**src/fpa_pkg.sv**
```systemverilog
package fpa_pkg;

	localparam int FRAC_BITS = 8;
	localparam int WORD_W = 32;
	localparam int NUM_W = WORD_W + FRAC_BITS;
	localparam int DIV_BITS_PER_STAGE = 4;
	localparam int DIV_STAGES = WORD_W / DIV_BITS_PER_STAGE;

	localparam logic [WORD_W-1:0] S_MAX = {1'b0, {(WORD_W-1){1'b1}}};
	localparam logic [WORD_W-1:0] S_MIN = {1'b1, {(WORD_W-1){1'b0}}};

	typedef enum logic [3:0] {
		OP_ADD = 4'd0, OP_SUB = 4'd1, OP_MUL = 4'd2, OP_DIV = 4'd3,
		OP_GT = 4'd4, OP_LT = 4'd5, OP_GE = 4'd6, OP_LE = 4'd7,
		OP_EQ = 4'd8, OP_NE = 4'd9, OP_INC = 4'd10, OP_DEC = 4'd11,
		OP_MAX = 4'd12, OP_MIN = 4'd13, OP_TO_INT = 4'd14, OP_NONE = 4'd15
	} opcode_t;

	typedef enum logic [1:0] {
		ST_OK = 2'd0,
		ST_SAT = 2'd1,
		ST_DIVZERO = 2'd2
	} status_t;

	// one item in flight
	typedef struct packed {
		opcode_t           op;
		logic [WORD_W-1:0] a;
		logic [WORD_W-1:0] b;
		logic              neg;
		logic [2*WORD_W-1:0] prod;
		logic [WORD_W-1:0] den;
		logic [WORD_W-1:0] rem;
		logic [WORD_W-1:0] numsh;
		logic [WORD_W-1:0] quo;
		logic              dovf;
		logic              dzero;
	} pipe_t;

endpackage

```
**src/fpa_div_step.sv**
```systemverilog
module fpa_div_step (
	input  fpa_pkg::pipe_t din,
	output fpa_pkg::pipe_t dout
);
	import fpa_pkg::*;

	always_comb begin
		logic [WORD_W:0] t;
		dout = din;
		for (int i = 0; i < DIV_BITS_PER_STAGE; i++) begin
			t = {dout.rem, dout.numsh[WORD_W-1]};
			dout.numsh = {dout.numsh[WORD_W-2:0], 1'b0};
			if (t >= {1'b0, dout.den}) begin
				dout.rem = WORD_W'(t - {1'b0, dout.den});
				dout.quo = {dout.quo[WORD_W-2:0], 1'b1};
			end else begin
				dout.rem = t[WORD_W-1:0];
				dout.quo = {dout.quo[WORD_W-2:0], 1'b0};
			end
		end
	end

endmodule

```
**config.mk**
```make
export PLATFORM = sky130hd
export DESIGN_NAME = fpa_div_step
export DESIGN_NICKNAME = d
export VERILOG_FILES = /design/src/fpa_pkg.sv /design/src/fpa_div_step.sv
export SDC_FILE = /design/constraint.sdc
export NUM_CORES = 1
export LEC_CHECK = 0
export BUFFER_PORTS_ARGS = -buffer_cell sky130_fd_sc_hd__buf_2
export CAP_MARGIN = 20
export CORE_AREA = 2 2 202 204
export DETAILED_ROUTE_END_ITERATION = 6
export DIE_AREA = 0 0 204 206
export REMOVE_ABC_BUFFERS = 1
export SLEW_MARGIN = 20
export SYNTH_ARGS = -nofsm -noshare
export SYNTH_HDL_FRONTEND = slang
export SYNTH_SLANG_ARGS = --single-unit
export TNS_END_PERCENT = 5
```
**constraint.sdc**
```tcl
create_clock -name vclk -period 14
set_input_delay 0.7 -clock vclk [all_inputs]
set_output_delay 0.7 -clock vclk [all_outputs]
set_load 0.02 [all_outputs]
```
==> impl_metrics.tcl <==
set metrics [dict create \
    syn_area_sq_um 10120 \
    dp_hpwl_microns 73280 \
    synthCells 1349 \
    grt_overflow 0 \
    grt_pass1_vias 9105 \
    die_y_microns 206 \
    grt_max_degree 22 \
    viasPerCell 5.514 \
    ys_seq_area_share_pct 0 \
    grt_pass1_wl_microns 97230 \
    rsz0062_at_grt "false" \
    worstHoldPathType "input pin to output port" \
    ir_drop_uv 243.3 \
    tightest_slew_ns 0.6399 \
    fin_ws_ns 0.6724 \
    critPathRequiredTime_ns 13.30 \
    placed_cell_area_sq_um 9874 \
    p_leak_nw 4.570 \
    start_util_pct 25.18 \
    outcome "completed" \
    stdcell_area_sq_um 9894 \
    seq_area_sq_um 0 \
    final_max_slew_viol_count 0 \
    portBuffers 136 \
    core_area_sq_um 40180 \
    clkbuf_count 0 \
    core.rowCount 74 \
    insertedDiodeCount 0 \
    synth_cell_types 78 \
    synth_warnings 0 \
    drt_iter0_drc 892 \
    critPathKind "input pin to output port" \
    tns_ns 0 \
    first_pass_iters 5 \
    dr_total_vias 9908 \
    hold_viol 0 \
    power_mw 4.235 \
    crit_slowest_cell "a2111oi_4" \
    dpl_worst_slack_ns 0.4303 \
    grt_antenna_before_repair 0 \
    maxSlewHeadroom_pct 56.24 \
    avgSynthCellArea_sq_um 7.500 \
    num-nets-final 1662 \
    critPathMaxStageDelay_ns 0.50 \
    setup_viol 0 \
    wirelength_microns 78290 \
    die_area_sq_um 42020 \
    die_x_microns 204 \
    area_delta_synth_final_pct -2.201 \
    hold_buffers 0 \
    fin_crit_ns 13.33 \
    power_density_nw_per_um2 428.0 \
    grt_use_total_pct 35.90 \
    cp-end-kind "output port" \
    post_drt_wl_per_cell_microns 43.57 \
    start_kind "input pin" \
    fmax_mhz 75.03 \
    cap_violations 0 \
    fin_util_pct 24.62 \
    crit_fanout 18 \
    ant_nets 0 \
    period_share_pct 95.20 \
    cp_data_arrival_time_ns 12.63 \
    ioPinCount 526 \
    drive_above_1_share_pct 23.08 \
    seq_cells 0 \
    drc 0 \
    place_congestion 1.158 \
]
synth_stat cells, drive strengths merged, types with 25 or more instances:
cell type / instances / area share (%)
a21o: 37 / 2.7
nand3: 31 / 1.6
nor3: 25 / 1.2
buf: 240 / 18
xnor2: 75 / 6.5
mux2: 93 / 12
xor2: 34 / 2.9
nand2: 76 / 2.8
ha: 128 / 16
inv: 84 / 3.1
nor2: 67 / 2.5
a21oi: 118 / 5.9
o21ai: 75 / 3.8
critical path: cells and delay by family:
family          cells  cell delay, ns
mux                 5            1.77
buf+inv             8            1.51
fa+ha+maj           4            1.38
simple gates        5            1.06
compound gates     25            6.13
logic make-up (layout without fill, tap and decap cells):
group | after synthesis | count (layout) | share of synthesized area, %
muxes | 112 | 112 | 14.21
xor gates and xnor gates | 109 | 109 | 9.436
and+or+nand+nor | 292 | 292 | 14.14
buffers and inverters | 340 | 253 | 21.89
adders and majority gates | 132 | 132 | 16.62
AOI/OAI and AO/OA | 363 | 363 | 23.67
other | 1 | 4 | 0.03707
routing by layer:
| metal | track usage, % | up-vias | wire length (microns) |
|---|---|---|---|
| met5 | 8.929 | - | 413 |
| li1 | - | 4457 | - |
| met1 | 23.93 | 4516 | 18600 |
| met2 | 58.71 | 809 | 35090 |
| met4 | 20.99 | 10 | 5604 |
| met3 | 38.80 | 116 | 18590 |
through the flow:
stage          cells  hold slack, ns
3_3_place_gp    1797           1.400
2_1_floorplan   1096           1.400
6_report        1797           1.400
4_1_cts         1797           1.400
3_5_place_dp    1797           1.400
5_1_grt         1797           1.400
layout make-up:
| type | count | area (sq um) |
|---|---|---|
| inverters | 84 | 315.3 |
| multi-input cells | 1012 | 7935 |
| well taps | 532 | 665.6 |
| fillers | 4560 | 30290 |
| repair buffers | 169 | 978.4 |
final timing paths:
check    start  cells past startpoint       end
min     din[0]                      0   dout[0]
max    din[99]                     47  dout[67]
power by group:
part	switching (mW)	total (mW)	internal, mW
sequential	0	0	0
combinational	2.32	4.24	1.92
clock	0	0	0
total	2.32	4.24	1.92
cells in the final DEF, fill, tap and decap left out, drive strengths merged, types with 4 or more instances in the layout:
cell	instances
fa	4
xor2	34
nand2b	17
mux2	93
o211ai	13
o21ba	4
or3	7
o21ai	75
nand2	76
a31oi	13
nor2b	13
a221oi	4
nand4	22
a21o	37
inv	84
buf	169
o21bai	16
mux2i	19
ha	128
a21oi	118
nor3	25
a211oi	11
a311oi	7
o21a	20
o31a	5
nand3	31
and3	4
o31ai	5
nor2	67
conb	4
or2	5
a2111oi	6
xnor2	75
and2	7
nor4	7
repair_timing:
item                                    4_1_cts  5_1_grt
gates resized for setup                       0        4
endpoints found under the setup margin        0       33
setup buffers                                 0        0
No activity file was read; power rests on OpenSTA's default activity.
