--- src/fpa_pkg.sv ---
package fpa_pkg;

	localparam int FRAC_BITS = 8;
	localparam int WORD_W = 32;
	localparam int NUM_W = WORD_W + FRAC_BITS;
	localparam int DIV_BITS_PER_STAGE = 4;
	localparam int DIV_STAGES = WORD_W / DIV_BITS_PER_STAGE;

	localparam logic [WORD_W-1:0] S_MAX = {1'b0, {(WORD_W-1){1'b1}}};
	localparam logic [WORD_W-1:0] S_MIN = {1'b1, {(WORD_W-1){1'b0}}};

	typedef enum logic [3:0] {
		OP_ADD = 4'd0, OP_SUB = 4'd1, OP_MUL = 4'd2, OP_DIV = 4'd3,
		OP_GT = 4'd4, OP_LT = 4'd5, OP_GE = 4'd6, OP_LE = 4'd7,
		OP_EQ = 4'd8, OP_NE = 4'd9, OP_INC = 4'd10, OP_DEC = 4'd11,
		OP_MAX = 4'd12, OP_MIN = 4'd13, OP_TO_INT = 4'd14, OP_NONE = 4'd15
	} opcode_t;

	typedef enum logic [1:0] {
		ST_OK = 2'd0,
		ST_SAT = 2'd1,
		ST_DIVZERO = 2'd2
	} status_t;

	// one item in flight
	typedef struct packed {
		opcode_t           op;
		logic [WORD_W-1:0] a;
		logic [WORD_W-1:0] b;
		logic              neg;
		logic [2*WORD_W-1:0] prod;
		logic [WORD_W-1:0] den;
		logic [WORD_W-1:0] rem;
		logic [WORD_W-1:0] numsh;
		logic [WORD_W-1:0] quo;
		logic              dovf;
		logic              dzero;
	} pipe_t;

endpackage

--- src/fpa_final.sv ---
module fpa_final (
	input  fpa_pkg::pipe_t            din,
	output logic [fpa_pkg::WORD_W-1:0] result,
	output logic                      flag,
	output fpa_pkg::status_t          status
);
	import fpa_pkg::*;

	logic signed [WORD_W-1:0] sa, sb;
	logic [WORD_W:0] sum;
	logic [2*WORD_W-1:0] mq;
	logic [WORD_W:0] qr;
	logic over;

	assign sa = din.a;
	assign sb = din.b;

	always_comb begin
		result = '0;
		flag = 1'b0;
		status = ST_OK;
		sum = '0;
		mq = '0;
		qr = '0;
		over = 1'b0;
		unique case (din.op) inside
			OP_ADD, OP_SUB, OP_INC, OP_DEC: begin
				unique case (din.op)
					OP_ADD: sum = {din.a[WORD_W-1], din.a} + {din.b[WORD_W-1], din.b};
					OP_SUB: sum = {din.a[WORD_W-1], din.a} - {din.b[WORD_W-1], din.b};
					OP_INC: sum = {din.a[WORD_W-1], din.a} + (WORD_W+1)'(1);
					default: sum = {din.a[WORD_W-1], din.a} - (WORD_W+1)'(1);
				endcase
				if (sum[WORD_W] != sum[WORD_W-1]) begin
					status = ST_SAT;
					result = sum[WORD_W] ? S_MIN : S_MAX;
				end else begin
					result = sum[WORD_W-1:0];
				end
			end
			OP_MUL: begin
				mq = (din.prod + ((2*WORD_W)'(1) << (FRAC_BITS - 1))) >> FRAC_BITS;
				over = din.neg ? (mq > (2*WORD_W)'({1'b0, S_MIN}))
				               : (mq > (2*WORD_W)'(S_MAX));
				if (over) begin
					status = ST_SAT;
					result = din.neg ? S_MIN : S_MAX;
				end else begin
					result = din.neg ? WORD_W'(-mq) : mq[WORD_W-1:0];
				end
			end
			OP_DIV: begin
				// round half up on the magnitude: compare twice the remainder with the divisor
				qr = {1'b0, din.quo} + (WORD_W+1)'({din.rem, 1'b0} >= {1'b0, din.den});
				over = din.dovf || (din.neg ? (qr > {1'b0, S_MIN}) : (qr > {1'b0, S_MAX}));
				if (din.dzero) begin
					status = ST_DIVZERO;
				end else if (over) begin
					status = ST_SAT;
					result = din.neg ? S_MIN : S_MAX;
				end else begin
					result = din.neg ? WORD_W'(-qr) : qr[WORD_W-1:0];
				end
			end
			OP_GT: flag = sa > sb;
			OP_LT: flag = sa < sb;
			OP_GE: flag = sa >= sb;
			OP_LE: flag = sa <= sb;
			OP_EQ: flag = sa == sb;
			OP_NE: flag = sa != sb;
			OP_MAX: result = (sa > sb) ? din.a : din.b;
			OP_MIN: result = (sa < sb) ? din.a : din.b;
			OP_TO_INT: result = WORD_W'(sa >>> FRAC_BITS);
			default: ;
		endcase
	end

endmodule

--- config.mk ---
export PLATFORM = sky130hd
export DESIGN_NAME = fpa_final
export DESIGN_NICKNAME = d
export VERILOG_FILES = /design/src/fpa_pkg.sv /design/src/fpa_final.sv
export SDC_FILE = /design/constraint.sdc
export NUM_CORES = 1
export LEC_CHECK = 0
export ABC_AREA = 1
export BUFFER_PORTS_ARGS = -buffer_cell sky130_fd_sc_hd__buf_4
export CAP_MARGIN = 40
export CORE_MARGIN = 1
export CORE_UTILIZATION = 49
export DETAILED_ROUTE_END_ITERATION = 10
export PLACE_DENSITY = 0.81
export SLEW_MARGIN = 20
export SYNTH_ARGS = -nofsm -noshare
export SYNTH_HDL_FRONTEND = slang
export SYNTH_SLANG_ARGS = --single-unit
--- constraint.sdc ---
create_clock -name vclk -period 6.6
set_input_delay 1.32 -clock vclk [all_inputs]
set_output_delay 1.32 -clock vclk [all_outputs]
set_load 0.005 [all_outputs]
==> summary.md <==
| Metric | Value |
|---|---|
| Post-synthesis xor/xnor area fraction | 2.456% |
| Initial Utilization | 49.95% |
| IO Pins | 298 |
| Placed Cells | 3518 |
| Worst slack at placement | -0.3201 ns |
| Period utilisation layout | 107.0% |
| Adder-cell share of the synthesized area | 9.843% |
| Syn_area_per_cell | 4.773 µm² |
| Failing checks | setup timing |
| Complex-gate fraction of the synthesized area | 17.08% |
| Synthesis-to-layout area growth | 35.68% |
| Worst hold start | din[0] |
| Area of the core | 27030 µm² |
| Post-synth cell types | 50 |
| Hold crit path type | primary input to output pin |
| Final Max Slew Viols | 0 |
| Die Y-Extent | 168.0 µm |
| First-pass GRT wire length | 97.22 mm |
| Most frequent CP cell | nand2_2 |
| Final setup vio count | 33 |
| Row count | 60 |
| # nets final | 3579 |
| Relative slew slack | 55.48% |
| DP Wirelength | 52.97 mm |
| Port-buffer cells | 259 |
| Slowest cell on crit path | a221oi_2 |
| Via count | 21103 |
| Final hold violations | 0 |
| Status | complete, but fails checks |
| Unrepaired setup endpoints after global routing | true |
| Post-synthesis mux area share | 0% |
| DR vias/cell | 5.943 |
| Slew @ Worst Pin | 0.6677 ns |
| Hold path endpoint | status[1] |
| Sequential area share after synthesis | 0% |
| Maximum clock frequency | 141.6 MHz |
| Full die area | 28220 µm² |
| Drt pass-1 iters | 8 |
| CP Data Required Time | 5.28 ns |
| Die Width | 168.0 µm |
| Gr usage total | 43.27% |
| CP peak stage delay | 0.41 ns |
| Worst hold path depth | 4 |
| Synth top area cells | nand2_1 (25%), nor2_1 (12%), inv_1 (11%), nand3_1 (10%), ha_1 (9.5%) |
| Final worst slack | -0.4609 ns |
| Layout Cells excl Fill | 3551 |
| Synth Instances | 2828 |
| Syn Std Cell Area | 13500 µm² |
| Num sequential | 0 |
| # DRC | 0 |
| Initial antenna violation count | 3 |
| MaxCap Viol Count | 0 |
| Initial DRC count | 2176 |
| Most common cell after layout, fill and taps aside | nand2_1 |
| Largest net degree at the start of global routing | 45 |
| Most frequent cells in the layout | nand2_1 (860), buf_4 (412), nor2_1 (407) |
| Final hold slack | 2.953 ns |
| Drt wl/cell | 19.07 µm |
| Setup CP Type | primary input to output pin |
| CP endpoint kind | output pin |
| Clkbuf count | 0 |
| Vias in the first global route | 18957 |
| Synth top area share | 25.39% |
| Top cell type by total area after synthesis | nand2_1 |
| Routed Antenna Nets | 0 |
| Setup TNS Final | -9.546 ns |
| Placer's final routability congestion estimate | 1.050 |
| Final WL | 67.72 mm |
| Syn nets | 3196 |
| Grt ovf | 0 |
| Critical path origin | din[117] |
| Startpoint type of the worst setup path | primary input |
| Critical Path AT | 5.74 ns |
| Largest family of logic cells by synthesized area | simple AND/OR/NAND/NOR gates |
| Share of layout cells above drive strength 1 | 22.31% |
| Simple-Gate Fraction of Synth Area | 57.53% |
| Final Critical Period | 7.061 ns |
| YS warnings | 0 |
| Crit Path Max Fanout | 6 |
| FF/Latch Area | 0 µm² |
[critical path, delay by kind of cell]
| family | cells | cell delay, ns |
|---|---|---|
| buf+inv | 8 | 0.97 |
| compound gates | 6 | 1.11 |
| simple gates | 16 | 1.86 |
| fa+ha+maj | 2 | 0.49 |
[worst max path at each step]
stage | to | slack [ns] | depth (start not counted)
after floorplan | result[4] | 0.24 | 27
final | result[1] | -0.46 | 32
after detailed placement | result[0] | -0.32 | 28
after global routing | result[1] | -0.58 | 30
after CTS | result[20] | -0.01 | 27
after global placement | result[0] | -0.19 | 25
[kinds of logic after synthesis]
logic type                 after synthesis
and+or+nand+nor                       1815
buffers and inverters                  458
AOI/OAI and AO/OA                      413
adders and majority gates              105
xor gates and xnor gates                37
[Yosys cell counts, drive strengths merged, types with 2 or more instances]
master   count
nor2       470
o21ai      180
clkinv       7
nand2      931
xnor2       17
nand4       68
ha         103
a31oi        4
or2         10
o21a         8
nor4         3
o21bai      19
clkbuf      38
a21o         9
inv        394
fa           2
xor2        20
nand3      284
or3          2
o2111ai      2
o211ai      24
nand3b      22
buf         19
a21oi      152
a21boi       9
nor3        23
[area by class of cell]
class              instances  area, µm²
repair buffers           438       3532
multi-input cells       2370      12840
fillers                 2592       8710
diodes                     1      2.502
inverters                401       1513
well taps                341      426.7
[repair_timing]
item,4_1_cts,5_1_grt
pin swaps,21,117
buffers inserted,1,26
endpoints found under the setup margin,32,33
cloned,3,2
hold buffers,0,0
resized for setup,52,224
[metal layers]
metal  share of wire, %  GRT usage [%]  wire length (µm)
met3                 11          6.770              7378
met5              0.013              0                 9
met4                8.3          27.56              5608
met1                 36          50.44             24580
met2                 45          73.91             30150
[metrics by stage]
stage	cell area, µm²	util [%]
floorplan	13500	-
global placement	16790	62.12
detailed placement	16800	62.16
CTS	17120	63.34
global route	18310	67.76
finish	18320	67.77
